<file path="config.mk">
export PLATFORM = sky130hd
export DESIGN_NAME = rod_skid
export DESIGN_NICKNAME = d
export VERILOG_FILES = /design/src/rod_pkg.sv /design/src/rod_skid.sv
export SDC_FILE = /design/constraint.sdc
export NUM_CORES = 1
export LEC_CHECK = 0
export CAP_MARGIN = 25
export CORE_MARGIN = 5
export CORE_UTILIZATION = 45
export DETAILED_ROUTE_END_ITERATION = 12
export DONT_BUFFER_PORTS = 1
export PLACE_DENSITY = 0.72
export SETUP_SLACK_MARGIN = 0.05
export SYNTH_ARGS = -nofsm -noshare
export SYNTH_HDL_FRONTEND = slang
export SYNTH_SLANG_ARGS = --single-unit
</file>
<file path="constraint.sdc">
create_clock -name clock -period 2.3 [get_ports clock]
set_input_delay 0.46 -clock clock [delete_from_list [all_inputs] [get_ports clock]]
set_output_delay 0.46 -clock clock [all_outputs]
set_load 0.05 [all_outputs]
</file>
<file path="src/rod_pkg.sv">
// ----------------------------------------------------------------------------
// rod_pkg
// Shared widths, register map and payload types for the rectangle overlap
// and edge distance block.
// ----------------------------------------------------------------------------
package rod_pkg;

   localparam int POS_W   = 24;  // signed positions
   localparam int SIZE_W  = 16;  // unsigned width / length
   localparam int EPS_W   = 16;  // touch epsilon
   localparam int CTR_W   = 25;  // signed edges and centers
   localparam int DIFF_W  = 27;  // signed differences
   localparam int MAG_W   = 26;  // magnitudes of differences
   localparam int GAP_W   = 25;  // per-axis edge gap
   localparam int SQ_W    = 50;  // squared gaps and their sum
   localparam int ROOT_W  = 25;  // edge distance
   localparam int TRIAL_W = 52;  // square root trial term
   localparam int DATA_W  = 32;  // csr data
   localparam int ADDR_W  = 3;   // csr byte address

   localparam logic             REG_TOUCH_EPS = 1'b0;  // word select paddr[2]
   localparam logic [EPS_W-1:0] EPS_RESET     = 16'd1;

   typedef struct packed {
      logic signed [POS_W-1:0] a_x;
      logic signed [POS_W-1:0] a_z;
      logic [SIZE_W-1:0]       a_width;
      logic [SIZE_W-1:0]       a_length;
      logic                    a_centered;
      logic signed [POS_W-1:0] b_x;
      logic signed [POS_W-1:0] b_z;
      logic [SIZE_W-1:0]       b_width;
      logic [SIZE_W-1:0]       b_length;
      logic                    b_centered;
   } req_type;

   typedef struct packed {
      logic overlapping;
      logic touch_top;
      logic touch_bottom;
      logic touch_left;
      logic touch_right;
   } side_type;

   typedef struct packed {
      logic              overlapping;
      logic [ROOT_W-1:0] edge_distance;
      logic              touch_top;
      logic              touch_bottom;
      logic              touch_left;
      logic              touch_right;
   } rsp_type;

endpackage

</file>
<file path="src/rod_skid.sv">
// ----------------------------------------------------------------------------
// rod_skid
// Output register with one skid entry; the pipeline advances while the skid
// entry is empty.
// ----------------------------------------------------------------------------
module rod_skid (
   input  logic               clock,
   input  logic               reset,
   input  logic               in_valid,
   input  rod_pkg::rsp_type   in_data,
   output logic               in_ready,
   output logic               out_valid,
   output rod_pkg::rsp_type   out_data,
   input  logic               out_ready
);

   logic             out_v_ff, out_v_in, skid_v_ff, skid_v_in;
   rod_pkg::rsp_type out_d_ff, out_d_in, skid_d_ff, skid_d_in;

   always_comb begin
      if (!out_v_ff || out_ready) begin
         out_v_in  = skid_v_ff || in_valid;
         out_d_in  = skid_v_ff ? skid_d_ff : in_data;
         skid_v_in = 1'b0;
         skid_d_in = skid_d_ff;
      end else begin
         out_v_in  = 1'b1;
         out_d_in  = out_d_ff;
         skid_v_in = skid_v_ff || in_valid;
         skid_d_in = skid_v_ff ? skid_d_ff : in_data;
      end
   end

   always_ff @(posedge clock) begin
      if (reset) begin
         out_v_ff  <= 1'b0;
         skid_v_ff <= 1'b0;
      end else begin
         out_v_ff  <= out_v_in;
         skid_v_ff <= skid_v_in;
      end
   end

   always_ff @(posedge clock) begin
      out_d_ff  <= out_d_in;
      skid_d_ff <= skid_d_in;
   end

   assign in_ready  = !skid_v_ff;
   assign out_valid = out_v_ff;
   assign out_data  = out_d_ff;

endmodule

</file>
==> After elaboration in Yosys (flattened, before gate mapping) <==
Cells that the tools add are included.
{ "classes": {"n_mux": 2, "reduce_logical": 5} }
{ "ops": {"columns": ["op", "count"], "rows": [
  ["$mux 30", 1],
  ["$logic_not 1->1", 2],
  ["$logic_or 1x1->1", 2],
  ["$reduce_or 2->1", 1],
  ["$mux 1", 1]
]} }
{ "totals": {"register_bits": 62, "inputBits": 34, "out_inout_bits": 32} }

==> Logic depth before layout (Yosys ltp) <==
Gate-level depths: netlist of run 1.
{ "logic_depth": {"word_depth": 3, "depth_mapped": 4, "depth_no_buf": 2} }

==> Least setup slack after synthesis of run 1 <==
Ideal clock, no wire load.
{ "synth_timing": {"path_type": "register to register", "startpoint": "register out_v_ff, in the netlist out_valid", "endpoint": "register skid_d_ff[0] (netlist name) (enable)", "setup_time_ns": 0.385, "arrival_time_ns": 2.208, "setup_slack_ns": -0.293, "stages_incl_launch_ff": 3, "path_buffers": 0, "period_less_slack_ns": 2.593, "cell_sequence": "dfxtp_1 -> nand2b_1 -> inv_1"} }
{ "synth_via": {"elab_chain_cells": 2} }
{ "synth_lines": {"columns": ["item", "line", "text"], "rows": [
  ["from (decl)", "rod_skid.sv:17", "logic out_v_ff, out_v_in, skid_v_ff, skid_v_in;"],
  ["from (signal assigned)", "rod_skid.sv:39", "out_v_ff <= out_v_in;"],
  ["$logic_not 1->1", "rod_skid.sv:21", "if (!out_v_ff || out_ready) begin"],
  ["$logic_or 1x1->1", "rod_skid.sv:21", null],
  ["to (signal assigned)", "rod_skid.sv:46", "skid_d_ff <= skid_d_in;"],
  ["to (decl)", "rod_skid.sv:18", "rod_pkg::rsp_type out_d_ff, out_d_in, skid_d_ff, skid_d_in;"]
]} }
Every way passes these cells.
A chain may end at the register's enable or synchronous reset.

==> Worst setup path in the final report of run 1 <==
{ "layout_timing": {"startpoint": "register skid_v_ff", "endpoint": "output in_ready"} }
{ "layout_via": {"elab_chain_cells": 1} }
{ "layout_lines": {"columns": ["item", "line", "text"], "rows": [
  ["from (decl)", "rod_skid.sv:17", null],
  ["from (signal assigned)", "rod_skid.sv:40", "skid_v_ff <= skid_v_in;"],
  ["$logic_not 1->1", "rod_skid.sv:49", "assign in_ready = !skid_v_ff;"],
  ["to (decl)", "rod_skid.sv:11", "output logic in_ready,"]
]} }
Every way passes these cells.

==> impl_metrics.ini, run 1 <==
[outcome]
outcome = finished clean

[synth]
synth.distinct_cells = 11
synth.largest_area_cell = edfxtp_1
avgSynthCellArea_um2 = 23.4
synthTopCellsByArea = edfxtp_1 76%, mux2_4 18%, buf_12 2.5%
synth_nets = 136
postSynthCellCount = 102
ys_ff_latch = 62
synth_top_area_share_pct = 75.6
yosysWarnings = 0
synthesis.area_mm2 = 0.00238
yosysSeqAreaShare_pct = 77.3

[critical_path]
max_stage_delay_ns = 0.61
critPathTopFamily = flip-flops
cpMaxStageDelayCell = dfxtp_2
cp_data_arrival_time_ns = 1.28
critPathKind = register to output port
cp_max_fo = 13
critPathBufInv = 1
worstPathRequired_ns = 1.84
path_cells = inv_1
end_kind = output port
worst_setup_path_start_kind = register

[detailed_routing]
wire_per_inst_um = 20.9
drtIter0Drc = 23
vias_per_cell = 4.98
routed_wl_um = 3960
ant_nets = 0
drc = 0
via_count = 942
firstDrtPassIters = 2

[clock_tree]
cts.path.max_buffers = 2
post_cts_buffers = 0
clk_latency_ns = 0.33
clock_sinks = 62
root_buffer = clkbuf_8
htree_levels = 3
ctsResizeCount = 0
clkSlewWorstSetupHoldPaths_ns = 0.07
cts_tree = yes
cts_hold_buffers = 0
numCtsBuffers = 9

[min_path]
hold_path.class = primary input to register

[timing]
setup_violations = 0
finClkSkew_ns = 0.00827
fmax_ghz = 0.575
finalSetupTns_ns = 0
rsz0062_at_grt = false
hold_viol_final = 0
setup_ws_ns = 0.561
period_minus_slack_ns = 1.74
period_share_pct = 75.6
tightest_slew_ns = 0.498
maxSlewViolCount = 0
holdWs_ns = 0.192
relSlewSlack_pct = 66.9

[run]
drv_cap = 0

[finish]
area_growth_pct = 12.1
stdcell_count = 189
final_common_cell = edfxtp_1
stdcell_area_mm2 = 0.00267
layout_common_cells = 60 x edfxtp_1, 28 x mux2_4, 9 x clkbuf_8, 4 x buf_4
utilization_pct = 52.0
layout.nets = 148
antenna_cells = 0
drive_gt1_share_pct = 44.5

[global_routing]
grt-ovfl-total = 0
grt_usage_pct = 12.7
grt_max_degree = 33
antenna_found_initial = 0
grt_pass1_vias = 1091
grt_pass1_wl_um = 5840

[floorplan]
fp-row-count = 26
ios = 66
die-area_mm2 = 0.00685
dieHeight_um = 82.8
core_area_mm2 = 0.00514
dieWidth_um = 82.8
initial_core_util_pct = 46.4

[pwr]
power_frac_comb_pct = 3.9
p_int_mw = 1.98
switching_share_pct = 24.4
powerDensity_mw_per_mm2 = 979
finalPower_mw = 2.62
pwr-share-seq_pct = 57.0
max-vdd-ir-drop_mv = 0.436
switchingPower_uw = 637
p_leak_nw = 0.945
power.share.clock_pct = 39.1

[placement]
placed_area_mm2 = 0.00246
place_ws_ns = 0.806
dp.cells = 173
gp_congestion = 0.698
io_buffers = 0
## state kept, by name, summed over array words and instances (netlist names)
register and count:
out_data 30, out_valid 1, skid_d_ff 30, skid_v_ff 1
## area by class of cell
cell class | instances | area [um^2]
timing repair buffer | 5 | 50.0
fill | 445 | 2470
tap | 70 | 87.6
inverter | 2 | 11.3
sequential | 62 | 1840
multi-input combinational | 34 | 465
clock buffer | 10 | 128
clock inverter | 6 | 86.3
## worst paths after layout
kind | cells past startpoint | end | slack [ns] | startpoint
worst max-delay path | 1 | in_ready | 0.56 | skid_v_ff
worst min-delay path | 1 | out_valid | 0.19 | reset
worst max register to register | 2 | skid_d_ff[28] | 0.80 | skid_v_ff
worst min register to register | 1 | out_data[0] | 0.56 | skid_d_ff[0]
## power by group through the flow
stage                     combinational (mW)  sequential (mW)  clock, mW
after floorplan                       0.0816             1.51          0
after global placement                0.0966             1.51          0
after detailed placement               0.103             1.52          0
after CTS                              0.103             1.49       1.05
after global routing                   0.110             1.50       1.10
final                                  0.101             1.49       1.02
## synthesized netlist by cell type (all sizes together)
library cell	number
a21oi	1
buf	4
nand2b	1
edfxtp	60
nor3	1
dfxtp	2
mux2	30
nor2	1
inv	2
## routing by layer
layer | track usage [%] | vias to the layer above | wire (um)
met5 | 0 | - | 0
met2 | 19.4 | 46 | 1880
met4 | 9.31 | 0 | 97
li1 | - | 424 | -
met1 | 13.7 | 462 | 1630
met3 | 5.94 | 10 | 346
## cell families after synthesis
group / count (synthesis) / synth area share (%)
mux: 30 / 18.6
compound gates: 1 / 0.210
flops: 62 / 77.3
simple gates: 3 / 0.630
buf+inv: 6 / 3.31
Note: power is estimated with default switching activity, not from simulation.
==> run 2: changes to the inputs <==
--- a/config.mk
+++ b/config.mk
@@ -5,12 +5,13 @@
 export SDC_FILE = /design/constraint.sdc
 export NUM_CORES = 1
 export LEC_CHECK = 0
+export ABC_AREA = 1
 export CAP_MARGIN = 25
 export CORE_MARGIN = 5
 export CORE_UTILIZATION = 45
 export DETAILED_ROUTE_END_ITERATION = 12
 export DONT_BUFFER_PORTS = 1
-export PLACE_DENSITY = 0.72
+export PLACE_DENSITY = 0.7
 export SETUP_SLACK_MARGIN = 0.05
 export SYNTH_ARGS = -nofsm -noshare
 export SYNTH_HDL_FRONTEND = slang
==> constraint.sdc (replaced) <==
create_clock -name clock -period 1.81 [get_ports clock]
set_input_delay 0.362 -clock clock [delete_from_list [all_inputs] [get_ports clock]]
set_output_delay 0.362 -clock clock [all_outputs]
set_load 0.05 [all_outputs]
==> run 2 against run 1 <==
Against the previous run: worst setup slack got worse by 0.096 ns; core utilization down 0.12 points; sequential share of layout area rose by 1.0 points; cell area shrank 1.5%; hold slack got worse by 0.029 ns; critical endpoint unchanged.
==> impl_metrics.ini, run 2 <==
[synth]
synth.distinct_cells = 12
synthAdderAreaFrac_pct = 0
synth_nets = 203
synth_compound_area_share_pct = 0.215
avgSynthCellArea_um2 = 13.8
synth_top_family_by_area = simple AND/OR/NAND/NOR gates
yosysSeqAreaShare_pct = 79.1
netlist_top_cells_count = 83 x nand2_1, 60 x edfxtp_1, 9 x nand2_2, 4 x buf_6, 3 x inv_1
ys_ff_latch = 62
synth_edf_count = 60
synth.largest_area_cell = edfxtp_1
synthesis.area_mm2 = 0.00233
postSynthCellCount = 169
yosysWarnings = 0
synth_most_common_cell = nand2_1
synthSimpleGateAreaFrac_pct = 16.3
postSynth.asyncResetShare_pct = 0
synthMuxAreaShare_pct = 0
synthTopCellsByArea = edfxtp_1 77%, nand2_1 13%, nand2_2 2.4%
synth_top_area_share_pct = 77.4
synth-xor-area-share_pct = 0
ys.flop_type = edfxtp_1

[outcome]
outcome = finished clean

[floorplan]
dieHeight_um = 81.9
ios = 66
core_area_mm2 = 0.00507
dieWidth_um = 81.9
die-area_mm2 = 0.00671
fp-row-count = 26
initial_core_util_pct = 45.9

[run]
drv_cap = 0

[clock_tree]
numCtsBuffers = 9
cts_tree = yes
clock_sinks = 62
clkSlewWorstSetupHoldPaths_ns = 0.06
post_cts_buffers = 0
ctsResizeCount = 0
root_buffer = clkbuf_8
cts_hold_buffers = 0
htree_levels = 3
cts.path.max_buffers = 2
clk_latency_ns = 0.33

[detailed_routing]
drtIter0Drc = 69
met3WireLength_um = 287
drc = 0
ant_nets = 0
dr_wl_met2_um = 2100
vias_per_cell = 4.78
wire_per_inst_um = 15.9
top_layer = met4
via_count = 1228
wl_met1_um = 1610
firstDrtPassIters = 4
routed_wl_um = 4090

[timing]
relSlewSlack_pct = 67.6
finClkSkew_ns = 0.00450
setup_violations = 0
tightest_slew_ns = 0.487
period_share_pct = 74.3
period_minus_slack_ns = 1.34
holdWs_ns = 0.163
setup_ws_ns = 0.465
rsz0062_at_grt = false
finalSetupTns_ns = 0
maxSlewViolCount = 0
fmax_ghz = 0.744
hold_viol_final = 0

[pwr]
power.share.clock_pct = 37.7
powerDensity_mw_per_mm2 = 1250
p_int_mw = 2.49
p_leak_nw = 1.04
max-vdd-ir-drop_mv = 0.564
power_frac_comb_pct = 3.7
pwr-share-seq_pct = 58.6
switching_share_pct = 24.6
switchingPower_uw = 809

[critical_path]
r2r_slack_ns = 0.68
reg2reg_from = out_valid
r2r_cells = 2
rr_endpoint = out_data[29]
worstPathRequired_ns = 1.45
critPathKind = register to output port
end_kind = output port
worst_setup_path_start_kind = register
cp_data_arrival_time_ns = 0.98
cp_max_fo = 15

[finish]
area_growth_pct = 13.1
final_common_cell = nand2_1
layout.nets = 216
layout_common_cells = 82 x nand2_1, 60 x edfxtp_1, 9 x nand2_2, 9 x clkbuf_8, 8 x buf_4
stdcell_area_mm2 = 0.00263
drive_gt1_share_pct = 18.2
antenna_cells = 0

[min_path]
hold-path-endpoint = out_valid
hold_path.class = primary input to register
holdCritStartpoint = in_valid
whs_path_depth = 2

[global_routing]
grt_pass1_wl_um = 6130
grt_max_degree = 31
grt_pass1_vias = 1238
grt-ovfl-total = 0
grt_usage_pct = 13.3
antenna_found_initial = 0

[placement]
io_buffers = 0
gp_congestion = 0.632
place_ws_ns = 0.580
dp.final_hpwl_um = 2860
placed_area_mm2 = 0.00243
[run 2: cell count changes in the layout (fill, tap and decap cells not counted), sizes merged, moves of 2 or more]
| cell | change |
|---|---|
| mux2 | -30 |
| nand2 | +92 |
| inv | +2 |
| buf | +4 |
[run 2: worst max-delay path by stage]
stage | start | to | slack (ns) | depth (start not counted)
4_1_cts | skid_v_ff | in_ready | 0.44 | 2
2_1_floorplan | out_valid | skid_d_ff[0] | 0.21 | 2
6_report | skid_v_ff | in_ready | 0.47 | 2
5_1_grt | skid_v_ff | in_ready | 0.40 | 2
3_3_place_gp | out_ready | out_data[10] | 0.61 | 3
3_5_place_dp | out_ready | out_data[15] | 0.58 | 3
[run 2: stage by stage]
stage	util (%)	cells	power [mW]
finish	51.8	257	3.29
global route	51.8	257	3.43
CTS	51.8	257	3.34
detailed placement	47.8	241	2.09
global placement	47.8	241	2.08
floorplan	-	169	2.04
[run 2: routing by layer]
layer / global-route usage (%) / up-vias
met3: 5.26 / 8
met2: 21.7 / 50
met4: 9.47 / 0
met5: 0 / -
li1: - / 595
met1: 14.0 / 575
[run 2: kinds of logic (layout without fill, tap and decap cells)]
| kind of cell | Yosys count | in the layout |
|---|---|---|
| compound gates | 1 | 1 |
| buf+inv | 11 | 29 |
| flops | 62 | 62 |
| simple gates | 95 | 95 |
[run 2: power by group through the flow]
stage               clock [mW]  sequential (mW)  combinational (mW)
floorplan                    0             1.95              0.0879
finish                    1.24             1.93               0.123
detailed placement           0             1.96               0.128
global placement             0             1.96               0.118
CTS                       1.28             1.93               0.128
global route              1.35             1.94               0.140
[run 2: cell type report]
cell class                      instances  area (um^2)
Sequential cell                        62         1840
Inverter                                4         23.8
Multi-Input combinational cell         96          393
Clock inverter                          6         76.3
Clock buffer                           10          128
Tap cell                               70         87.6
Fill cell                             454         2440
Timing Repair Buffer                    9         80.1
[run 2: critical path, stage by stage, from the launching register on]
cell,delay [ns]
dfxtp_1,0.43
inv_6,0.05
buf_12,0.17
