--- src/rod_pkg.sv ---
// ----------------------------------------------------------------------------
// rod_pkg
// Shared widths, register map and payload types for the rectangle overlap
// and edge distance block.
// ----------------------------------------------------------------------------
package rod_pkg;

   localparam int POS_W   = 24;  // signed positions
   localparam int SIZE_W  = 16;  // unsigned width / length
   localparam int EPS_W   = 16;  // touch epsilon
   localparam int CTR_W   = 25;  // signed edges and centers
   localparam int DIFF_W  = 27;  // signed differences
   localparam int MAG_W   = 26;  // magnitudes of differences
   localparam int GAP_W   = 25;  // per-axis edge gap
   localparam int SQ_W    = 50;  // squared gaps and their sum
   localparam int ROOT_W  = 25;  // edge distance
   localparam int TRIAL_W = 52;  // square root trial term
   localparam int DATA_W  = 32;  // csr data
   localparam int ADDR_W  = 3;   // csr byte address

   localparam logic             REG_TOUCH_EPS = 1'b0;  // word select paddr[2]
   localparam logic [EPS_W-1:0] EPS_RESET     = 16'd1;

   typedef struct packed {
      logic signed [POS_W-1:0] a_x;
      logic signed [POS_W-1:0] a_z;
      logic [SIZE_W-1:0]       a_width;
      logic [SIZE_W-1:0]       a_length;
      logic                    a_centered;
      logic signed [POS_W-1:0] b_x;
      logic signed [POS_W-1:0] b_z;
      logic [SIZE_W-1:0]       b_width;
      logic [SIZE_W-1:0]       b_length;
      logic                    b_centered;
   } req_type;

   typedef struct packed {
      logic overlapping;
      logic touch_top;
      logic touch_bottom;
      logic touch_left;
      logic touch_right;
   } side_type;

   typedef struct packed {
      logic              overlapping;
      logic [ROOT_W-1:0] edge_distance;
      logic              touch_top;
      logic              touch_bottom;
      logic              touch_left;
      logic              touch_right;
   } rsp_type;

endpackage

--- src/rod_geom.sv ---
// ----------------------------------------------------------------------------
// rod_geom
// Six-stage front end: edges and centers, differences, magnitudes, gaps and
// touch tests, squared gaps, and their sum.
// ----------------------------------------------------------------------------
module rod_geom (
   input  logic                       clock,
   input  logic                       reset,
   input  logic                       en,
   input  logic                       in_valid,
   input  rod_pkg::req_type           in_data,
   input  logic [rod_pkg::EPS_W-1:0]  touch_eps,
   output logic                       out_valid,
   output logic [rod_pkg::SQ_W-1:0]   out_sum,
   output rod_pkg::side_type          out_side
);

   localparam int HALF_W = rod_pkg::SIZE_W - 1;

   logic [5:0] v_ff;
   logic [5:0] v_in;

   // stage 1
   logic signed [rod_pkg::CTR_W-1:0] a_left_ff, a_top_ff, b_left_ff, b_top_ff;
   logic signed [rod_pkg::CTR_W-1:0] a_cx_ff, a_cz_ff, b_cx_ff, b_cz_ff;
   logic signed [rod_pkg::CTR_W-1:0] a_left_in, a_top_in, b_left_in, b_top_in;
   logic signed [rod_pkg::CTR_W-1:0] a_cx_in, a_cz_in, b_cx_in, b_cz_in;
   logic [rod_pkg::SIZE_W-1:0] hw1_ff, hl1_ff, hw1_in, hl1_in;
   logic [rod_pkg::SIZE_W-1:0] aw_ff, al_ff, bw_ff, bl_ff;
   logic [HALF_W-1:0] a_hw, a_hl, b_hw, b_hl;
   logic signed [rod_pkg::CTR_W-1:0] ax, az, bx, bz;

   // stage 2
   logic signed [rod_pkg::DIFF_W-1:0] dx_ff, dz_ff, et_ff, eb_ff, el_ff, er_ff;
   logic signed [rod_pkg::DIFF_W-1:0] dx_in, dz_in, et_in, eb_in, el_in, er_in;
   logic [rod_pkg::SIZE_W-1:0] hw2_ff, hl2_ff;

   // stage 3
   logic [rod_pkg::MAG_W-1:0] mx_ff, mz_ff, mt_ff, mb_ff, ml_ff, mr_ff;
   logic [rod_pkg::MAG_W-1:0] mx_in, mz_in, mt_in, mb_in, ml_in, mr_in;
   logic [rod_pkg::SIZE_W-1:0] hw3_ff, hl3_ff;

   // stage 4
   logic [rod_pkg::GAP_W-1:0] gx_ff, gz_ff, gx_in, gz_in;
   rod_pkg::side_type side4_ff, side4_in, side5_ff, side6_ff;
   logic [rod_pkg::MAG_W-1:0] hw_m, hl_m, eps_m;

   // stage 5, 6
   logic [rod_pkg::SQ_W-1:0] sqx_ff, sqz_ff, sqx_in, sqz_in, sum_ff, sum_in;

   function automatic logic [rod_pkg::MAG_W-1:0] mag(
      input logic signed [rod_pkg::DIFF_W-1:0] d);
      logic [rod_pkg::DIFF_W-1:0] n;
      n = -d;
      return d[rod_pkg::DIFF_W-1] ? n[rod_pkg::MAG_W-1:0] : d[rod_pkg::MAG_W-1:0];
   endfunction

   assign v_in = {v_ff[4:0], in_valid};

   assign a_hw = in_data.a_width[rod_pkg::SIZE_W-1:1];
   assign a_hl = in_data.a_length[rod_pkg::SIZE_W-1:1];
   assign b_hw = in_data.b_width[rod_pkg::SIZE_W-1:1];
   assign b_hl = in_data.b_length[rod_pkg::SIZE_W-1:1];
   assign ax   = rod_pkg::CTR_W'(in_data.a_x);
   assign az   = rod_pkg::CTR_W'(in_data.a_z);
   assign bx   = rod_pkg::CTR_W'(in_data.b_x);
   assign bz   = rod_pkg::CTR_W'(in_data.b_z);

   assign a_left_in = in_data.a_centered ? ax - rod_pkg::CTR_W'(a_hw) : ax;
   assign a_top_in  = in_data.a_centered ? az - rod_pkg::CTR_W'(a_hl) : az;
   assign b_left_in = in_data.b_centered ? bx - rod_pkg::CTR_W'(b_hw) : bx;
   assign b_top_in  = in_data.b_centered ? bz - rod_pkg::CTR_W'(b_hl) : bz;
   assign a_cx_in   = in_data.a_centered ? ax : ax + rod_pkg::CTR_W'(a_hw);
   assign a_cz_in   = in_data.a_centered ? az : az + rod_pkg::CTR_W'(a_hl);
   assign b_cx_in   = in_data.b_centered ? bx : bx + rod_pkg::CTR_W'(b_hw);
   assign b_cz_in   = in_data.b_centered ? bz : bz + rod_pkg::CTR_W'(b_hl);
   assign hw1_in    = rod_pkg::SIZE_W'(({1'b0, in_data.a_width} + {1'b0, in_data.b_width}) >> 1);
   assign hl1_in    = rod_pkg::SIZE_W'(({1'b0, in_data.a_length} + {1'b0, in_data.b_length}) >> 1);

   assign dx_in = rod_pkg::DIFF_W'(a_cx_ff) - rod_pkg::DIFF_W'(b_cx_ff);
   assign dz_in = rod_pkg::DIFF_W'(a_cz_ff) - rod_pkg::DIFF_W'(b_cz_ff);
   assign et_in = rod_pkg::DIFF_W'(a_top_ff) - rod_pkg::DIFF_W'(b_top_ff)
                  - rod_pkg::DIFF_W'(bl_ff);
   assign eb_in = rod_pkg::DIFF_W'(b_top_ff) - rod_pkg::DIFF_W'(a_top_ff)
                  - rod_pkg::DIFF_W'(al_ff);
   assign el_in = rod_pkg::DIFF_W'(a_left_ff) - rod_pkg::DIFF_W'(b_left_ff)
                  - rod_pkg::DIFF_W'(bw_ff);
   assign er_in = rod_pkg::DIFF_W'(b_left_ff) - rod_pkg::DIFF_W'(a_left_ff)
                  - rod_pkg::DIFF_W'(aw_ff);

   assign mx_in = mag(dx_ff);
   assign mz_in = mag(dz_ff);
   assign mt_in = mag(et_ff);
   assign mb_in = mag(eb_ff);
   assign ml_in = mag(el_ff);
   assign mr_in = mag(er_ff);

   assign hw_m  = rod_pkg::MAG_W'(hw3_ff);
   assign hl_m  = rod_pkg::MAG_W'(hl3_ff);
   assign eps_m = rod_pkg::MAG_W'(touch_eps);
   assign gx_in = (mx_ff > hw_m) ? rod_pkg::GAP_W'(mx_ff - hw_m) : '0;
   assign gz_in = (mz_ff > hl_m) ? rod_pkg::GAP_W'(mz_ff - hl_m) : '0;
   assign side4_in.overlapping  = (mx_ff <= hw_m) && (mz_ff <= hl_m);
   assign side4_in.touch_top    = mt_ff < eps_m;
   assign side4_in.touch_bottom = mb_ff < eps_m;
   assign side4_in.touch_left   = ml_ff < eps_m;
   assign side4_in.touch_right  = mr_ff < eps_m;

   assign sqx_in = gx_ff * gx_ff;
   assign sqz_in = gz_ff * gz_ff;
   assign sum_in = rod_pkg::SQ_W'(sqx_ff + sqz_ff);  // below 2^50 by range

   always_ff @(posedge clock) begin
      if (reset) begin
         v_ff <= '0;
      end else if (en) begin
         v_ff <= v_in;
      end
   end

   always_ff @(posedge clock) begin
      if (en) begin
         a_left_ff <= a_left_in;
         a_top_ff  <= a_top_in;
         b_left_ff <= b_left_in;
         b_top_ff  <= b_top_in;
         a_cx_ff   <= a_cx_in;
         a_cz_ff   <= a_cz_in;
         b_cx_ff   <= b_cx_in;
         b_cz_ff   <= b_cz_in;
         hw1_ff    <= hw1_in;
         hl1_ff    <= hl1_in;
         aw_ff     <= in_data.a_width;
         al_ff     <= in_data.a_length;
         bw_ff     <= in_data.b_width;
         bl_ff     <= in_data.b_length;
         dx_ff     <= dx_in;
         dz_ff     <= dz_in;
         et_ff     <= et_in;
         eb_ff     <= eb_in;
         el_ff     <= el_in;
         er_ff     <= er_in;
         hw2_ff    <= hw1_ff;
         hl2_ff    <= hl1_ff;
         mx_ff     <= mx_in;
         mz_ff     <= mz_in;
         mt_ff     <= mt_in;
         mb_ff     <= mb_in;
         ml_ff     <= ml_in;
         mr_ff     <= mr_in;
         hw3_ff    <= hw2_ff;
         hl3_ff    <= hl2_ff;
         gx_ff     <= gx_in;
         gz_ff     <= gz_in;
         side4_ff  <= side4_in;
         sqx_ff    <= sqx_in;
         sqz_ff    <= sqz_in;
         side5_ff  <= side4_ff;
         sum_ff    <= sum_in;
         side6_ff  <= side5_ff;
      end
   end

   assign out_valid = v_ff[5];
   assign out_sum   = sum_ff;
   assign out_side  = side6_ff;

endmodule

--- config.mk ---
export PLATFORM = sky130hd
export DESIGN_NAME = rod_geom
export DESIGN_NICKNAME = d
export VERILOG_FILES = /design/src/rod_pkg.sv /design/src/rod_geom.sv
export SDC_FILE = /design/constraint.sdc
export NUM_CORES = 2
export LEC_CHECK = 0
export BUFFER_PORTS_ARGS = -buffer_cell sky130_fd_sc_hd__buf_4
export CAP_MARGIN = 5
export CORE_UTILIZATION = 60
export CTS_CLUSTER_SIZE = 25
export DETAILED_ROUTE_END_ITERATION = 10
export GPL_TIMING_DRIVEN = 0
export PLACE_DENSITY = 0.86
export SLEW_MARGIN = 40
export SYNTH_ARGS = -nofsm -noshare
export SYNTH_HDL_FRONTEND = slang
export SYNTH_SLANG_ARGS = --single-unit
--- constraint.sdc ---
create_clock -name clock -period 8.21 [get_ports clock]
set_clock_uncertainty 0.05 [all_clocks]
set_input_delay 1.642 -clock clock [delete_from_list [all_inputs] [get_ports clock]]
set_output_delay 1.642 -clock clock [all_outputs]
set_load 0.1 [all_outputs]
== After elaboration in Yosys (flattened, before gate mapping) ==
Index checks and enable logic that the tools add are counted.

* Register bits after elaboration: 897
* Input bits: 182
* Logic and storage cells: 105

* $add $sub $neg: 29
* Multipliers: 2
* $lt $le $gt $ge: 8
* Mux-type cells: 14
* Reductions and logical operators: 1

{| class="wikitable"
|+ Operator list
! kind !! count
|-
| 25-bit two-way mux || 8
|-
| 26-bit two-way mux || 6
|-
| 26-bit negation || 6
|-
| 25-bit by 25-bit subtractor with 26-bit output || 6
|-
| 26-bit by 17-bit subtractor with 27-bit output || 4
|-
| 26-bit by 16-bit less-than comparator with 1-bit output || 4
|-
| 24-bit by 16-bit adder with 25-bit output || 4
|-
| 25-bit by 25-bit multiplier with 50-bit output || 2
|-
| 24-bit by 16-bit subtractor with 25-bit output || 4
|-
| 26-bit by 16-bit > comparator with 1-bit output || 2
|-
| 26-bit by 16-bit <= comparator with 1-bit output || 2
|-
| 50-bit adder || 1
|-
| 25-bit by 16-bit subtractor with 25-bit output || 2
|-
| 16-bit by 16-bit adder with 17-bit output || 2
|-
| 1-bit logical AND || 1
|}

== Longest topological paths before layout ==
* Depth in word-level cells: 2
* Gate-level depth with buffers: 30
* Mapped depth without buffers: 28

== Worst setup path before layout ==
Ideal clock, no wire load.

* Kind: reg2reg
* Start: register gz_ff[3] (netlist name)
* End: register sqz_ff[44] (netlist name), data pin
* Library setup time: 0.265 ns
* Data arrival time: 7.139 ns
* Data required time: 7.895 ns
* Setup slack: 0.756 ns
* Stages on the path, launching flop included: 30
* Path buffers: 2
* Period minus slack after synthesis: 7.454 ns
* Cells stage by stage: edfxtp_1 -> clkbuf_1 -> clkbuf_1 -> nand2_1 -> fa_1 -> inv_1 -> fa_1 -> inv_1 -> fa_1 -> inv_1 -> fa_1 -> inv_1 -> fa_1 -> inv_1 -> fa_1 -> inv_1 -> fa_1 -> inv_1 -> ha_1 -> a21oi_1 -> o21bai_1 -> a221oi_1 -> nor3_1 -> o21a_1 -> a221oi_1 -> o21a_1 -> o21ai_0 -> a31oi_1 -> o21ai_0 -> xor2_1

* Longest elaborated chain between the ends: 1

{| class="wikitable"
|+ Ends and longest elaborated chain
! item !! line !! RTL
|-
| start, declared || rod_geom.sv:44 || <nowiki>logic [rod_pkg::GAP_W-1:0] gx_ff, gz_ff, gx_in, gz_in;</nowiki>
|-
| start signal, assigned || rod_geom.sv:154 || <nowiki>gz_ff <= gz_in;</nowiki>
|-
| 25-bit by 25-bit multiplier with 50-bit output || rod_geom.sv:110 || <nowiki>assign sqz_in = gz_ff * gz_ff;</nowiki>
|-
| named net sqz_in, one bit || rod_geom.sv:49 || <nowiki>logic [rod_pkg::SQ_W-1:0] sqx_ff, sqz_ff, sqx_in, sqz_in, sum_ff, sum_in;</nowiki>
|-
| end signal, assigned || rod_geom.sv:157 || <nowiki>sqz_ff <= sqz_in;</nowiki>
|-
| end, declared || rod_geom.sv:49 ||
|}

The timed path passes the listed nets, and every way through them passes these cells.
A chain may end at the register's enable or synchronous reset.

== Worst setup path after layout ==
* Start: register gx_ff[14] (netlist name)
* End: register sqx_ff[48] (netlist name), data pin

* Longest elaborated chain between the ends: 1

{| class="wikitable"
|+ Ends and longest elaborated chain
! item !! line !! RTL
|-
| start, declared || rod_geom.sv:44 ||
|-
| start signal, assigned || rod_geom.sv:153 || <nowiki>gx_ff <= gx_in;</nowiki>
|-
| 25-bit by 25-bit multiplier with 50-bit output || rod_geom.sv:109 || <nowiki>assign sqx_in = gx_ff * gx_ff;</nowiki>
|-
| named net sqx_in, one bit || rod_geom.sv:49 ||
|-
| end signal, assigned || rod_geom.sv:156 || <nowiki>sqx_ff <= sqx_in;</nowiki>
|-
| end, declared || rod_geom.sv:49 ||
|}

The timed path passes the listed nets, and every way through them passes these cells.

==> results by group <==
Status
  • Outcome: finished clean

Synthesis
  • Largest cells by area after synthesis: edfxtp_1, fa_1, ha_1
  • Top-count cell post-synth: inv_1
  • Yosys top cell by area: edfxtp_1
  • Async set-reset flop share out of synthesis: 0
  • Cells after Synth: 8889
  • Sequential area share after synthesis: 0.297
  • Post-synth EDFFs: 889
  • Syn avg cell area: 10.2 um2
  • Share of the synthesized area in the top cell type: 0.296
  • Cell Area, Synth: 0.0903 mm2
  • Net Count, Synth: 11000
  • Post-synth top cells: inv_1, fa_1, edfxtp_1, ha_1, nand2_1
  • Netlist cell types: 88
  • Syn. warnings: 0
  • Seq cells post-synth: 895
  • Synth Flop Type: edfxtp_1

Placement
  • Dpl cells: 11100
  • Quantity of I/O buffers inserted on ports: 233
  • Post-place setup slack: -0.921 ns
  • Placer Congestion: 0.978
  • DPL Wire Length: 188 mm

Worst setup path
  • Worst Path Arrival: 8.46 ns
  • Worst R2R Path Depth: 25
  • RR Endpoint: sqx_ff[48]
  • Crit-path max FO: 10
  • Crit-path most repeated cell: fa_1
  • Crit path kind: reg2reg
  • Worst Setup End Kind: flop
  • Slowest CP cell: fa_1
  • Launch point of the worst reg-to-reg path: gx_ff[14]
  • Worst R2R Setup Slack: 0.13 ns
  • Crit path largest cell delay: 0.59 ns
  • Startpoint type of the worst setup path: flop
  • WP data required: 8.59 ns

CTS
  • CTS tree: done
  • Clock-pin slew on the worst setup and hold paths: 0.06 ns
  • Worst-Skew Late Latency: 0.74 ns
  • Clk Tree Root Cell: clkbuf_16
  • CTS H-tree lvls: 3
  • Clock Sinks: 895
  • Worst-case clock buffer depth: 3
  • Num CTS Buffers: 97
  • Hold buffer count at cts: 0

Die
  • Core area: 0.149 mm2
  • Ports: 238
  • Die W: 390 um
  • Placement row count: 141
  • Die H: 390 um
  • Die ar.: 0.152 mm2
  • Starting density of the core: 0.608

GRT
  • Grt ovf: 0
  • Global-route usage over all layers: 0.311
  • Initial antenna violation count: 9
  • Vias in the first global route: 68300
  • Pin count of the biggest net entering global routing: 128
  • First-pass GRT wire length: 365 mm

Worst hold path
  • Hold crit path type: reg2reg
  • Hold Path Depth: 0
  • Hold EP: hl3_ff[2]
  • Hold Path Origin: hl2_ff[2]

Cells and area
  • # fillers: 11000
  • Reg area: 0.0268 mm2
  • Post-Layout Cell Count: 11300
  • Multi-input gate area: 0.0557 mm2
  • Nets: 11300
  • Layout cells sized above 1: 0.0688
  • Layout area overhead: 9.34%

Route
  • Number of vias per cell: 5.77
  • DRC Markers: 0
  • Post-route ant nets: 0
  • Drt pass-1 iters: 7
  • Wire per inst: 20.7 um
  • Via count: 65400
  • Detailed router's first-iteration violation count: 5781
  • Total wire length: 234 mm

Timing
  • Max Slew Vio Count: 0
  • Fin Hold WS: 0.368 ns
  • Worst Tran Pin Value: 0.965 ns
  • Tmin final: 8.08 ns
  • Fmax: 124 MHz
  • Worst Setup Slack, final: 0.134 ns
  • Count of final hold-check violations: 0
  • Final period util: 0.984
  • Slew HR: 0.351
  • Final setup viols: 0

Job
  • Maximum Capacitance Violations: 0
==> metal layers <==
metal	global-route usage	vias up	share of wire
met5	0	-	0
met4	0.123	0	0.042
met3	0.0570	577	0.092
met2	0.525	2951	0.48
met1	0.395	32200	0.38
li1	-	29700	-
==> cell usage in the layout, fill, tap and decap left out, types with 17 or more instances in the layout <==
| master | count |
|---|---|
| inv_1 | 1872 |
| fa_1 | 1012 |
| edfxtp_1 | 889 |
| ha_1 | 870 |
| nand2_1 | 687 |
| xnor2_1 | 454 |
| a21oi_1 | 404 |
| nor2_1 | 360 |
| o21ai_0 | 320 |
| buf_4 | 271 |
| and2_1 | 270 |
| a21o_1 | 216 |
| xor2_1 | 196 |
| clkbuf_1 | 136 |
| clkbuf_16 | 97 |
| nor2b_1 | 92 |
| nor3_1 | 88 |
| nand2b_1 | 83 |
| nand3_1 | 69 |
| o21bai_1 | 64 |
| o31ai_1 | 62 |
| clkbuf_2 | 59 |
| nand4_1 | 58 |
| o21a_1 | 52 |
| a31oi_1 | 51 |
| and3_1 | 45 |
| or3_1 | 42 |
| mux2_2 | 41 |
| or4_1 | 34 |
| a21boi_0 | 24 |
| a211oi_1 | 22 |
| o41ai_1 | 19 |
| clkinv_1 | 18 |
| or2_2 | 17 |
| clkinv_2 | 17 |
==> timing repair <==
action,CTS,global route
gates resized for setup,88,82
buffers inserted,19,19
setup endpoints to repair,31,21
hold endpoints to repair,0,0
pin swaps,1,6
==> layout make-up <==
type                            instances  share of cell area
Inverter                             1876              0.0714
Sequential cell                       895               0.272
Buffer                                221              0.0103
Clock buffer                          112              0.0252
Clock inverter                         65             0.00852
Antenna cell                            2           0.0000507
Timing Repair Buffer                  279              0.0230
Multi-Input combinational cell       5894               0.565
Tap cell                             2002              0.0254
==> registers in the layout (all words and copies together), names as in the netlist, 27 cells and up <==
register / cells
eb_ff: 27
el_ff: 27
er_ff: 27
et_ff: 27
out_sum: 50
sqx_ff: 49
sqz_ff: 49
==> worst max-delay path, delay by kind of cell (launching register included) <==
kind | cells | cell delay (ns)
AO/OA/AOI/OAI | 6 | 1.38
XOR/XNOR | 1 | 0.15
adder cells (fa/ha/maj) | 8 | 3.96
buffers and inverters | 6 | 0.78
flip-flops | 1 | 0.58
AND/OR/NAND/NOR | 4 | 0.89
==> stage by stage <==
step                 TNS, ns   util  cell area, um2
finish                     0  0.665           98700
global route         -0.0319  0.665           98700
CTS                  -0.0266  0.663           98400
detailed placement    -10.24  0.638           94800
global placement    -1718.31  0.637           94600
floorplan                  0      -           90300
==> cell families after synthesis <==
| kind of cell | count (synthesis) | synth area share |
|---|---|---|
| mux | 53 | 0.00644 |
| compound gates | 1393 | 0.0979 |
| xor+xnor | 650 | 0.0630 |
| simple gates | 1915 | 0.103 |
| fa+ha+maj | 1883 | 0.345 |
| flops | 895 | 0.297 |
| buf+inv | 2100 | 0.0873 |
==> how the worst max path moves through the flow <==
stage / slack [ns] / end / depth (start not counted) / from
floorplan: 0.76 / sqz_ff[44] / 29 / gz_ff[3]
global placement: -2.20 / v_ff[2] / 4 / en
detailed placement: -0.92 / sqz_ff[44] / 29 / gz_ff[3]
CTS: -0.03 / sqz_ff[44] / 29 / gz_ff[3]
global route: -0.01 / sqz_ff[44] / 28 / gz_ff[11]
finish: 0.13 / sqx_ff[48] / 25 / gx_ff[14]
Power is not shown: default switching activity piles up to over one toggle a cycle in this logic, so the estimate is an artifact.
