==> src/rod_pkg.sv <==
// ----------------------------------------------------------------------------
// rod_pkg
// Shared widths, register map and payload types for the rectangle overlap
// and edge distance block.
// ----------------------------------------------------------------------------
package rod_pkg;

   localparam int POS_W   = 24;  // signed positions
   localparam int SIZE_W  = 16;  // unsigned width / length
   localparam int EPS_W   = 16;  // touch epsilon
   localparam int CTR_W   = 25;  // signed edges and centers
   localparam int DIFF_W  = 27;  // signed differences
   localparam int MAG_W   = 26;  // magnitudes of differences
   localparam int GAP_W   = 25;  // per-axis edge gap
   localparam int SQ_W    = 50;  // squared gaps and their sum
   localparam int ROOT_W  = 25;  // edge distance
   localparam int TRIAL_W = 52;  // square root trial term
   localparam int DATA_W  = 32;  // csr data
   localparam int ADDR_W  = 3;   // csr byte address

   localparam logic             REG_TOUCH_EPS = 1'b0;  // word select paddr[2]
   localparam logic [EPS_W-1:0] EPS_RESET     = 16'd1;

   typedef struct packed {
      logic signed [POS_W-1:0] a_x;
      logic signed [POS_W-1:0] a_z;
      logic [SIZE_W-1:0]       a_width;
      logic [SIZE_W-1:0]       a_length;
      logic                    a_centered;
      logic signed [POS_W-1:0] b_x;
      logic signed [POS_W-1:0] b_z;
      logic [SIZE_W-1:0]       b_width;
      logic [SIZE_W-1:0]       b_length;
      logic                    b_centered;
   } req_type;

   typedef struct packed {
      logic overlapping;
      logic touch_top;
      logic touch_bottom;
      logic touch_left;
      logic touch_right;
   } side_type;

   typedef struct packed {
      logic              overlapping;
      logic [ROOT_W-1:0] edge_distance;
      logic              touch_top;
      logic              touch_bottom;
      logic              touch_left;
      logic              touch_right;
   } rsp_type;

endpackage

==> src/rod_csr.sv <==
// ----------------------------------------------------------------------------
// rod_csr
// APB register file holding the touch epsilon.
// ----------------------------------------------------------------------------
module rod_csr (
   input  logic                         clock,
   input  logic                         reset,
   input  logic                         psel,
   input  logic                         penable,
   input  logic                         pwrite,
   input  logic [rod_pkg::ADDR_W-1:0]   paddr,
   input  logic [rod_pkg::DATA_W-1:0]   pwdata,
   output logic [rod_pkg::DATA_W-1:0]   prdata,
   output logic                         pready,
   output logic [rod_pkg::EPS_W-1:0]    touch_eps
);

   logic [rod_pkg::EPS_W-1:0] eps_ff;
   logic [rod_pkg::EPS_W-1:0] eps_in;
   logic                      hit;

   assign hit    = (paddr[2] == rod_pkg::REG_TOUCH_EPS);
   assign eps_in = (psel && penable && pwrite && hit) ? pwdata[rod_pkg::EPS_W-1:0] : eps_ff;

   always_ff @(posedge clock) begin
      if (reset) begin
         eps_ff <= rod_pkg::EPS_RESET;
      end else begin
         eps_ff <= eps_in;
      end
   end

   assign pready    = 1'b1;
   assign prdata    = hit ? rod_pkg::DATA_W'(eps_ff) : '0;
   assign touch_eps = eps_ff;

endmodule

==> config.mk <==
export PLATFORM = sky130hd
export DESIGN_NAME = rod_csr
export DESIGN_NICKNAME = d
export VERILOG_FILES = /design/src/rod_pkg.sv /design/src/rod_csr.sv
export SDC_FILE = /design/constraint.sdc
export NUM_CORES = 1
export LEC_CHECK = 0
export BUFFER_PORTS_ARGS = -buffer_cell sky130_fd_sc_hd__buf_4
export CAP_MARGIN = 20
export CORE_UTILIZATION = 33
export DETAILED_ROUTE_END_ITERATION = 6
export HOLD_SLACK_MARGIN = 0.12
export PLACE_DENSITY = 0.75
export SLEW_MARGIN = 5
export SYNTH_ARGS = -nofsm -noshare
export SYNTH_HDL_FRONTEND = slang
export SYNTH_SLANG_ARGS = --single-unit
export TNS_END_PERCENT = 1
==> constraint.sdc <==
create_clock -name clock -period 0.8 [get_ports clock]
set_input_delay 0.04 -clock clock [delete_from_list [all_inputs] [get_ports clock]]
set_output_delay 0.04 -clock clock [all_outputs]
set_load 0.05 [all_outputs]
After elaboration in Yosys (flattened, before gate mapping)
Index checks and enable logic that the tools add are counted.
- output and inout bits: 49
- word-level logic and storage cells: 6
- register bits: 16
- reductions and logical operators: 3
- bitwise logic cells: 1
- muxes and demuxes: 1
- operators by type and width (cell ; number):
    2-to-1 mux 16 bit ; 1
    logical AND 1 bit ; 3
    inverter 1 bit ; 1

Depth between registers and ports, before layout
Gate-level depths: netlist (run 1).
- depth after elaboration: 3
- mapped depth: 4

Worst setup path before layout (run 1)
Ideal clock, no wire load.
- path type: register -> output
- start: register eps_ff (netlist bit touch_eps[10])
- end: output port prdata[10] (netlist name)
- path slack: -650 ps
- stages on the path, launching flop included: 2
- data arrival time: 1410 ps
- cells stage by stage: dfxtp_1 -> nor2b_1
- cells in the longest elaborated chain, start to end: 1
- RTL lines (item ; RTL line ; source):
    start: declaration ; rod_csr.sv:18 ; logic [rod_pkg::EPS_W-1:0] eps_ff;
    start signal: assignment ; rod_csr.sv:27 ; eps_ff <= rod_pkg::EPS_RESET;
    start signal: assignment ; rod_csr.sv:29 ; eps_ff <= eps_in;
    2-to-1 mux 16 bit ; rod_csr.sv:34 ; assign prdata = hit ? rod_pkg::DATA_W'(eps_ff) : '0;
    end: declaration ; rod_csr.sv:13 ; output logic [rod_pkg::DATA_W-1:0] prdata,
Every way passes these cells.

Worst setup path after layout (run 1)
- start: register eps_ff (netlist bit touch_eps[9])
- end: output port prdata[9] (netlist name)
The elaborated chain is that of the path after synthesis.

==> results of run 1 <==
-- per-layer routing --
| metal | vias to the layer above | share of wire, % | global-route usage (%) |
|---|---|---|---|
| met5 | - | 0 | 0 |
| met4 | 0 | 0.38 | 3.14 |
| met3 | 2 | 6.6 | 3.23 |
| met2 | 40 | 53 | 29.1 |
| met1 | 392 | 40 | 17.6 |
| li1 | 434 | - | - |
-- worst min-delay path, delay by kind of cell --
kind                   cells  cell delay, ps
muxes                      1              70
and+or+nand+nor            1             100
buffers and inverters      1             180
-- repair_timing --
item                                   in CTS  in global routing
hold buffers                               16                  0
pin swaps                                   0                  0
gates resized for setup                    35                  2
setup endpoints to repair                  32                 32
endpoints found under the hold margin      16                  0
-- worst min-delay path by stage --
| stage | endpoint | slack, ps | cells past startpoint |
|---|---|---|---|
| after global routing | touch_eps[0] | 200 | 3 |
| after CTS | touch_eps[0] | 160 | 3 |
| final | touch_eps[0] | 160 | 3 |
| after floorplan | touch_eps[10] | 180 | 2 |
| after global placement | touch_eps[0] | 300 | 3 |
| after detailed placement | touch_eps[13] | 310 | 3 |
-- where the power goes --
part	internal, uW	switching, uW
Clock	181	245
Sequential	786	17.0
Combinational	257	396
Total	1220	658
-- layout make-up --
| cell class | count | area, um^2 | share of cell area, % |
|---|---|---|---|
| Timing Repair Buffer | 72 | 732 | 40.9 |
| Clock buffer | 3 | 22.5 | 1.26 |
| Multi-Input combinational cell | 82 | 627 | 35.0 |
| Tap cell | 31 | 38.8 | 2.16 |
| Clock inverter | 1 | 3.75 | 0.209 |
| Sequential cell | 16 | 368 | 20.5 |
-- per-stage QoR --
stage               setup TNS (ps)  instance area [um^2]  utilization (%)  hold WS [ps]
detailed placement           -1660                  1470             52.7           310
global route                 -4870                  1790             64.4           198
finish                       -3430                  1790             64.4           159
CTS                          -3620                  1780             64.1           163
floorplan                     -256                  1170                -           184
global placement             -1200                  1470             52.7           299
-- cell families (layout without fill, tap and decap cells) --
logic type             count (synthesis)  count (layout)  share of synthesized area, %
and+or+nand+nor                       49              49                          32.6
other                                  2              17                         0.765
muxes                                 16              16                          16.3
DFF                                   16              16                          32.6
buffers and inverters                 23              76                          17.7
-- placed cells by master (no fill, tap or decap), drive strengths merged --
cell type	count
buf	56
nand2b	30
conb	17
mux2i	16
dlygate4sd3	16
dfxtp	16
nor2b	10
and2b	6
clkbuf	3
nor2	2
and4b	1
clkinv	1
==> reports/metrics.json, run 1 <==
{
  "status": "finished with violations",
  "failed_checks": "negative setup slack",
  "postCtsSetupRepairBufs": 0,
  "grt_start_max_net_pins": 33,
  "tritoncts": "built",
  "gpl.final_weighted_congestion": 0.679,
  "timing.final.hold_violations": 0,
  "rsz0062_at_grt": "true",
  "syn_avg_cell_area_um2": 9.27,
  "final.setup.worst_slack_ps": -188,
  "power.static_leakage_uw": 0.000751,
  "synth_top_area_cell": "sky130_fd_sc_hd__dfxtp_1",
  "antenna_left": 0,
  "crit_buf_inv": 1,
  "total_power_consumption_uw": 1880,
  "drt_iter0_drc": 10,
  "timing.critical_path.slowest_stage_cell": "sky130_fd_sc_hd__dfxtp_4",
  "cp_endpoint_kind": "output pin",
  "detailedPlace.worstSlack_ps": -130,
  "critical_path_required_ps": 760,
  "crit_path_cell_trace": "nor2b_4 -> buf_6",
  "worst_hold_startpoint": "reset",
  "numPlacedInstances": 185,
  "finalWorstPathRequiredPeriod_ps": 988,
  "path_max_fanout": 3,
  "drc_errors": 0,
  "post-dp-hpwl_mm": 1.58,
  "criticalPathCategory": "reg -> out",
  "final.fill_count": 224,
  "rows": 19,
  "crit_path_end": "prdata[9]",
  "die_area_um2": 3200,
  "netlist_area_um2": 982,
  "antenna-diode-count": 0,
  "seq_area_frac_synth_pct": 32.6,
  "floorplan.core_area_um2": 2780,
  "vias": 868,
  "r2r_cells": 2,
  "maximum_capacitance_violations": 0,
  "synth_seq_cells": 16,
  "largest_register_ff_count": 16,
  "postRouteWirelength_mm": 2.38,
  "critical_path.startpoint": "touch_eps[9]",
  "design.final.nets": 215,
  "die_y_um": 56.6,
  "routed_via_density": 4.23,
  "synth_instances": 106,
  "cts_buffers": 3,
  "cpPeakStageDelay_ps": 370,
  "critical_path.top_delay_family": "flip-flops",
  "firstDrtPassIters": 4,
  "synth.top_cells.by_area": "sky130_fd_sc_hd__dfxtp_1 33%, sky130_fd_sc_hd__nand2b_1 19%, sky130_fd_sc_hd__mux2i_1 16%",
  "initial_utilization_pct": 35.3,
  "peakVddDrop_uv": 704,
  "clock_skew_ps": 0,
  "power_per_cell_area_nw_per_um2": 1050,
  "synth.lib_cells_used.distinct": 12,
  "clkTransAtPathRegs_ps": 90,
  "grt_usage_pct": 15.4,
  "setup.reg_to_reg.worst_slack_ps": 180,
  "die_x_um": 56.6,
  "clock_latency_ps": 280,
  "worstHoldPathType": "in -> reg",
  "max_fclk_mhz": 1010,
  "post-synth-top-count-cell": "sky130_fd_sc_hd__nand2b_1",
  "synthToLayoutAreaGrowth_pct": 82.4,
  "io-pin-count": 89,
  "ys_dominant_reg_cell": "sky130_fd_sc_hd__dfxtp_1",
  "cts_htree_levels": 1,
  "grt_remaining_overflow": 0,
  "period_share_pct": 123,
  "worst_r2r_startpoint": "touch_eps[11]",
  "drive_gt1_share_pct": 52.3,
  "cts.sink_count": 16,
  "worst_ep_arrival_ps": 950,
  "final_count_of_negative_setup_slack_endpoints": 32,
  "synth_enable_flop_cells": 0,
  "async_flop_share_pct": 0,
  "grt_antenna_before_repair": 0,
  "critical_path_depth": 2,
  "yosys_warnings": 0,
  "grt_pass1_vias": 833,
  "synth_common_cells": "30 x sky130_fd_sc_hd__nand2b_1, 17 x sky130_fd_sc_hd__buf_4, 16 x sky130_fd_sc_hd__dfxtp_1, 16 x sky130_fd_sc_hd__mux2i_1, 10 x sky130_fd_sc_hd__nor2b_1",
  "wire_per_inst_um": 11.6,
  "slew_viol_final": 0,
  "clk_path_buf_depth": 2,
  "wire_length_of_the_first_global_routing_pass_mm": 3.78,
  "critical_path.startpoint_type": "register",
  "placement.io_buffers": 53,
  "cts-root-buf": "sky130_fd_sc_hd__clkbuf_4",
  "synth_largest_type_area_fraction_pct": 32.6,
  "crit-reg2reg-capture": "touch_eps[11]",
  "stdcell_count": 205
}
Power figures use the tool's default switching activity.
==> inputs of run 2 (changes only) <==
PLACE_DENSITY = 0.85   (was 0.75)
==> reports/metrics.json, run 2 (synthesis gave the netlist of run 1 again) <==
{
  "numPlacedInstances": {"value": 187, "change": "+1.1%"},
  "criticalPathCategory": "reg -> out",
  "final.fill_count": {"value": 225, "change": "+0.45%"},
  "rsz0062_at_grt": "true",
  "grt_antenna_before_repair": {"value": 0, "change": "unchanged"},
  "path_max_fanout": {"value": 3, "change": "unchanged"},
  "peakVddDrop": {"value": 702, "unit": "uV", "change": "-0.39%"},
  "timing.final.hold_violations": {"value": 0, "change": "unchanged"},
  "final_count_of_negative_setup_slack_endpoints": {"value": 32, "change": "unchanged"},
  "floorplan.core_area": {"value": 2780, "unit": "um^2", "change": "unchanged"},
  "clk_path_buf_depth": {"value": 2, "change": "unchanged"},
  "highest_layer": "met3",
  "layout.cells.most_common": "sky130_fd_sc_hd__nand2b_1",
  "r2r_cells": {"value": 2, "change": "unchanged"},
  "drt_iter0_drc": {"value": 15, "change": "+5"},
  "die_area": {"value": 3200, "unit": "um^2", "change": "unchanged"},
  "maximum_capacitance_violations": {"value": 0, "change": "unchanged"},
  "wire_length_of_the_first_global_routing_pass": {"value": 3.95, "unit": "mm", "change": "+4.4%"},
  "drc_errors": {"value": 0, "change": "unchanged"},
  "total_power_consumption": {"value": 2010, "unit": "uW", "change": "+6.8%"},
  "crit_path_cell_trace": "and2b_4 -> buf_8",
  "critical_path.startpoint_type": "register",
  "cts.sink_count": {"value": 16, "change": "unchanged"},
  "cts-root-buf": "sky130_fd_sc_hd__clkbuf_4",
  "cts_htree_levels": {"value": 1, "change": "unchanged"},
  "firstDrtPassIters": {"value": 4, "change": "unchanged"},
  "grt_start_max_net_pins": {"value": 33, "change": "unchanged"},
  "cts_buffers": {"value": 3, "change": "unchanged"},
  "wire_per_inst": {"value": 12.0, "unit": "um", "change": "+3.7%"},
  "hold_slack": {"value": 161, "unit": "ps", "change": "+1.13 ps"},
  "finalWorstPathRequiredPeriod": {"value": 1000, "unit": "ps", "change": "+14.3 ps"},
  "die_y": {"value": 56.6, "unit": "um", "change": "unchanged"},
  "crit_buf_inv": {"value": 1, "change": "unchanged"},
  "postRouteWirelength": {"value": 2.50, "unit": "mm", "change": "+5.2%"},
  "slew_viol_final": {"value": 0, "change": "unchanged"},
  "final.setup.worst_slack": {"value": -202, "unit": "ps", "change": "-14.3 ps"},
  "max_fclk": {"value": 998, "unit": "MHz", "change": "-1.4%"},
  "final_core_util": {"value": 66.3, "unit": "%", "change": "+1.9 points"},
  "cp_endpoint_kind": "output pin",
  "gpl.final_weighted_congestion": {"value": 0.645, "change": "-5.0%"},
  "antenna_left": {"value": 0, "change": "unchanged"},
  "largest_register_ff_count": {"value": 16, "change": "unchanged"},
  "rows": {"value": 19, "change": "unchanged"},
  "initial_utilization": {"value": 35.3, "unit": "%", "change": "unchanged"},
  "grt_usage": {"value": 15.7, "unit": "%", "change": "+0.33 points"},
  "tritoncts": "built",
  "post-dp-hpwl": {"value": 1.74, "unit": "mm", "change": "+10%"},
  "clkTransAtPathRegs": {"value": 100, "unit": "ps", "change": "about the same"},
  "worstHoldPathType": "in -> reg",
  "routedLengthMet1": {"value": 870, "unit": "um", "change": "-7.7%"},
  "placement.io_buffers": {"value": 53, "change": "unchanged"},
  "timing.critical_path.slowest_stage_cell": "sky130_fd_sc_hd__dfxtp_2",
  "routed_via_density": {"value": 4.24, "change": "+0.15%"},
  "critical_path_required": {"value": 760, "unit": "ps", "change": "about the same"},
  "grt_pass1_vias": {"value": 880, "change": "+5.6%"},
  "hold_depth": {"value": 3, "change": "unchanged"},
  "met2RoutedLength": {"value": 1.50, "unit": "mm", "change": "+19%"},
  "io-pin-count": {"value": 89, "change": "unchanged"},
  "failed_checks": "negative setup slack",
  "route.met3.wl": {"value": 128, "unit": "um", "change": "-18%"},
  "design.final.nets": {"value": 218, "change": "+1.4%"},
  "vias": {"value": 882, "change": "+1.6%"},
  "period_share": {"value": 125, "unit": "%", "change": "+1.8 points"},
  "power_per_cell_area": {"value": 1090, "unit": "nW/um^2", "change": "+3.8%"},
  "critical_path.top_delay_family": "flip-flops",
  "power.static_leakage": {"value": 0.000781, "unit": "uW", "change": "+3.9%"},
  "antenna-diode-count": {"value": 0, "change": "unchanged"},
  "cpPeakStageDelay": {"value": 380, "unit": "ps", "change": "about the same"},
  "synthToLayoutAreaGrowth_pct": 87.8,
  "worst_ep_arrival": {"value": 960, "unit": "ps", "change": "about the same"},
  "die_x": {"value": 56.6, "unit": "um", "change": "unchanged"},
  "grt_remaining_overflow": {"value": 0, "change": "unchanged"},
  "drive_gt1_share": {"value": 53.7, "unit": "%", "change": "+1.4 points"},
  "status": "finished with violations",
  "critical_path_depth": {"value": 2, "change": "unchanged"},
  "clock_skew": {"value": 0, "unit": "ps", "change": "unchanged"},
  "layout_common_cells": "30 x sky130_fd_sc_hd__nand2b_1, 25 x sky130_fd_sc_hd__buf_4, 25 x sky130_fd_sc_hd__buf_6",
  "stdcell_count": {"value": 208, "change": "+1.5%"},
  "clock_latency": {"value": 280, "unit": "ps", "change": "about the same"}
}
==> run 2: changes by cell type in the layout (fill, tap and decap cells not counted) <==
cell	previous run	this run
sky130_fd_sc_hd__buf_4	23	25
sky130_fd_sc_hd__buf_6	27	25
sky130_fd_sc_hd__buf_8	5	7
sky130_fd_sc_hd__buf_12	1	2
sky130_fd_sc_hd__clkbuf_8	0	1
sky130_fd_sc_hd__clkinv_1	1	0
==> run 2: worst paths after layout <==
check | start | endpoint | slack, ps
worst max-delay path | touch_eps[2] | prdata[2] | -200
worst min-delay path | reset | touch_eps[0] | 160
worst max register to register | touch_eps[2] | touch_eps[2] | 160
worst min register to register | touch_eps[3] | touch_eps[3] | 510
==> run 2: per-layer routing <==
metal	GRT usage, %	up-vias
met3	3.46	0
met1	15.3	405
met2	33.8	37
li1	-	440
met5	0	-
met4	1.05	0
==> run 2: tightest hold or removal path: stages <==
cell and delay (ps):
sky130_fd_sc_hd__buf_4 190, sky130_fd_sc_hd__nor2_1 100, sky130_fd_sc_hd__mux2i_1 70
==> run 2: final cells by class <==
cell class / instances / area [um^2] / share of cell area (%)
Multi-Input combinational cell: 82 / 627 / 34.0
Timing Repair Buffer: 75 / 774 / 42.0
Sequential cell: 16 / 368 / 19.9
Tap cell: 31 / 38.8 / 2.10
Clock buffer: 4 / 36.3 / 1.97
==> run 2: through the flow <==
| stage | worst slack (ps) | TNS, ps | area, um^2 |
|---|---|---|---|
| floorplan | -20.2 | -256 | 1170 |
| global placement | -61.7 | -857 | 1490 |
| detailed placement | -147 | -1840 | 1490 |
| CTS | -195 | -4090 | 1800 |
| global route | -249 | -5050 | 1840 |
| finish | -202 | -3690 | 1840 |
==> run 2: repair_timing <==
action,4_1_cts,5_1_grt
cloned,0,0
endpoints found under the setup margin,32,32
hold endpoints to repair,16,0
buffers inserted,0,1
resized for setup,30,9
hold buffers,16,0
==> run 2: power breakdown <==
| part | switching [uW] | internal [uW] |
|---|---|---|
| logic | 398 | 274 |
| clock network | 257 | 277 |
| registers | 17.9 | 786 |
==> inputs of run 3 (changes only) <==
RECOVER_POWER = 25   (was default)
==> reports/metrics.json, run 3 (synthesis gave the netlist of run 1 again) <==
{
  "power.static_leakage": {"value": 0.000780, "unit": "uW", "change": "about the same"},
  "share_seq_of_total_power": {"value": 39.9, "unit": "%", "change": "about the same"},
  "wire_per_inst": {"value": 12.0, "unit": "um", "change": "about the same"},
  "peakVddDrop": {"value": 702, "unit": "uV", "change": "about the same"},
  "layout.cells.most_common": "sky130_fd_sc_hd__nand2b_1",
  "gpl.final_weighted_congestion": {"value": 0.645, "change": "unchanged"},
  "routed_via_density": {"value": 4.28, "change": "+1.0%"},
  "detailed_place.area": {"value": 1490, "unit": "um^2", "change": "unchanged"},
  "timing.final.hold_violations": {"value": 0, "change": "unchanged"},
  "failed_checks": "negative setup slack",
  "max_fclk": {"value": 995, "unit": "MHz", "change": "-0.28%"},
  "io-pin-count": {"value": 89, "change": "unchanged"},
  "antenna-diode-count": {"value": 0, "change": "unchanged"},
  "clkPwrFrac": {"value": 26.7, "unit": "%", "change": "+0.2 points"},
  "status": "finished with violations",
  "clk_path_buf_depth": {"value": 2, "change": "unchanged"},
  "total_power_consumption": {"value": 2010, "unit": "uW", "change": "+0.19%"},
  "layout_common_cells": "30 x sky130_fd_sc_hd__nand2b_1, 25 x sky130_fd_sc_hd__buf_6, 22 x sky130_fd_sc_hd__buf_4",
  "grt_remaining_overflow": {"value": 0, "change": "unchanged"},
  "die_x": {"value": 56.6, "unit": "um", "change": "unchanged"},
  "vias": {"value": 891, "change": "+1.0%"},
  "criticalPathCategory": "reg -> out",
  "antenna_left": {"value": 0, "change": "unchanged"},
  "wire_length_of_the_first_global_routing_pass": {"value": 3.95, "unit": "mm", "change": "unchanged"},
  "firstDrtPassIters": {"value": 4, "change": "unchanged"},
  "cts_buffers": {"value": 3, "change": "unchanged"},
  "cts.sink_count": {"value": 16, "change": "unchanged"},
  "drc_errors": {"value": 0, "change": "unchanged"},
  "grt_start_max_net_pins": {"value": 33, "change": "unchanged"},
  "finalWorstPathRequiredPeriod": {"value": 1000, "unit": "ps", "change": "+2.82 ps"},
  "clock_skew": {"value": 0, "unit": "ps", "change": "unchanged"},
  "drt_iter0_drc": {"value": 9, "change": "-6"},
  "placement.io_buffers": {"value": 53, "change": "unchanged"},
  "postRouteWirelength": {"value": 2.50, "unit": "mm", "change": "about the same"},
  "rsz0062_at_grt": "true",
  "period_share": {"value": 126, "unit": "%", "change": "+0.35 points"},
  "maximum_capacitance_violations": {"value": 0, "change": "unchanged"},
  "initial_utilization": {"value": 35.3, "unit": "%", "change": "unchanged"},
  "design.final.nets": {"value": 218, "change": "unchanged"},
  "p_comb_share": {"value": 33.4, "unit": "%", "change": "about the same"},
  "cp_endpoint_kind": "output pin",
  "rows": {"value": 19, "change": "unchanged"},
  "path_max_fanout": {"value": 3, "change": "unchanged"},
  "worst_ep_arrival": {"value": 960, "unit": "ps", "change": "about the same"},
  "die_area": {"value": 3200, "unit": "um^2", "change": "unchanged"},
  "critical_path.startpoint_type": "register",
  "die_y": {"value": 56.6, "unit": "um", "change": "unchanged"},
  "detailedPlace.worstSlack": {"value": -147, "unit": "ps", "change": "unchanged"},
  "internal_power": {"value": 1340, "unit": "uW", "change": "about the same"},
  "fin_tns_setup": {"value": -3750, "unit": "ps", "change": "-59.9 ps"},
  "final.setup.worst_slack": {"value": -205, "unit": "ps", "change": "-2.82 ps"},
  "grt_usage": {"value": 15.7, "unit": "%", "change": "unchanged"},
  "worstHoldPathType": "in -> reg",
  "cts-root-buf": "sky130_fd_sc_hd__clkbuf_4",
  "grt_antenna_before_repair": {"value": 0, "change": "unchanged"},
  "post-dp-hpwl": {"value": 1.74, "unit": "mm", "change": "unchanged"},
  "drive_gt1_share": {"value": 53.7, "unit": "%", "change": "unchanged"},
  "clkTransAtPathRegs": {"value": 100, "unit": "ps", "change": "about the same"},
  "power_switching": {"value": 677, "unit": "uW", "change": "+0.66%"},
  "slew_viol_final": {"value": 0, "change": "unchanged"},
  "final_count_of_negative_setup_slack_endpoints": {"value": 32, "change": "unchanged"},
  "power_per_cell_area": {"value": 1090, "unit": "nW/um^2", "change": "+0.19%"},
  "synthToLayoutAreaGrowth": {"value": 87.8, "unit": "%", "change": "unchanged"},
  "floorplan.core_area": {"value": 2780, "unit": "um^2", "change": "unchanged"},
  "final_design_instance_area_without_fill": {"value": 1840, "unit": "um^2", "change": "unchanged"},
  "sw_frac_of_total": {"value": 33.6, "unit": "%", "change": "+0.16 points"},
  "critical_path_required": {"value": 760, "unit": "ps", "change": "about the same"},
  "cts_htree_levels": {"value": 1, "change": "unchanged"},
  "clock_latency": {"value": 280, "unit": "ps", "change": "about the same"},
  "largest_register_ff_count": {"value": 16, "change": "unchanged"},
  "tritoncts": "built",
  "grt_pass1_vias": {"value": 880, "change": "unchanged"}
}
-- run 3: changes by cell type in the layout (fill, tap and decap cells not counted) --
| cell | delta |
|---|---|
| sky130_fd_sc_hd__clkbuf_4 | +3 |
| sky130_fd_sc_hd__buf_4 | -3 |
-- run 3: stage by stage --
| stage | util, % | hold slack, ps | std cells |
|---|---|---|---|
| 2_1_floorplan | - | 184 | 121 |
| 3_3_place_gp | 53.7 | 295 | 187 |
| 3_5_place_dp | 53.7 | 308 | 187 |
| 4_1_cts | 64.8 | 149 | 207 |
| 5_1_grt | 66.3 | 156 | 208 |
| 6_report | 66.3 | 160 | 208 |
-- run 3: per-layer routing --
layer  up-vias  wire length [um]  share of wire [%]  global-route usage (%)
met3         0               121                4.8                    3.46
met5         -                 0                  0                       0
met1       416               893                 36                    15.3
met2        35              1490                 59                    33.8
met4         0                 0                  0                    1.05
li1        440                 -                  -                       -
-- run 3: final timing paths --
kind                       from            end  slack (ps)  cells after the start
setup / recovery   touch_eps[2]      prdata[2]        -200                      2
hold / removal            reset   touch_eps[0]         160                      3
setup reg to reg   touch_eps[2]   touch_eps[2]         160                      2
hold reg to reg   touch_eps[14]  touch_eps[14]         510                      2
-- run 3: power by group through the flow --
stage	Sequential (uW)	Combinational [uW]	Clock, uW
final	804	672	538
after global routing	807	702	599
after CTS	803	663	555
after detailed placement	819	580	0
after global placement	818	572	0
after floorplan	879	419	0
-- run 3: final cells by class --
| type | instances | area, um^2 |
|---|---|---|
| Fill cell | 225 | 937 |
| Clock buffer | 4 | 36.3 |
| Multi-Input combinational cell | 82 | 627 |
| Tap cell | 31 | 38.8 |
| Sequential cell | 16 | 368 |
| Timing Repair Buffer | 75 | 774 |
-- run 3: worst max-delay path: stages (launching register included) --
cell and delay [ps]:
sky130_fd_sc_hd__dfxtp_2 380, sky130_fd_sc_hd__and2b_4 160, sky130_fd_sc_hd__buf_8 140
-- run 3: what timing repair did --
item | 4_1_cts | 5_1_grt
buffers inserted | 0 | 1
setup endpoints to repair | 32 | 32
resized for setup | 30 | 9
hold buffers | 16 | 0
hold endpoints to repair | 16 | 0
pin swaps | 0 | 0
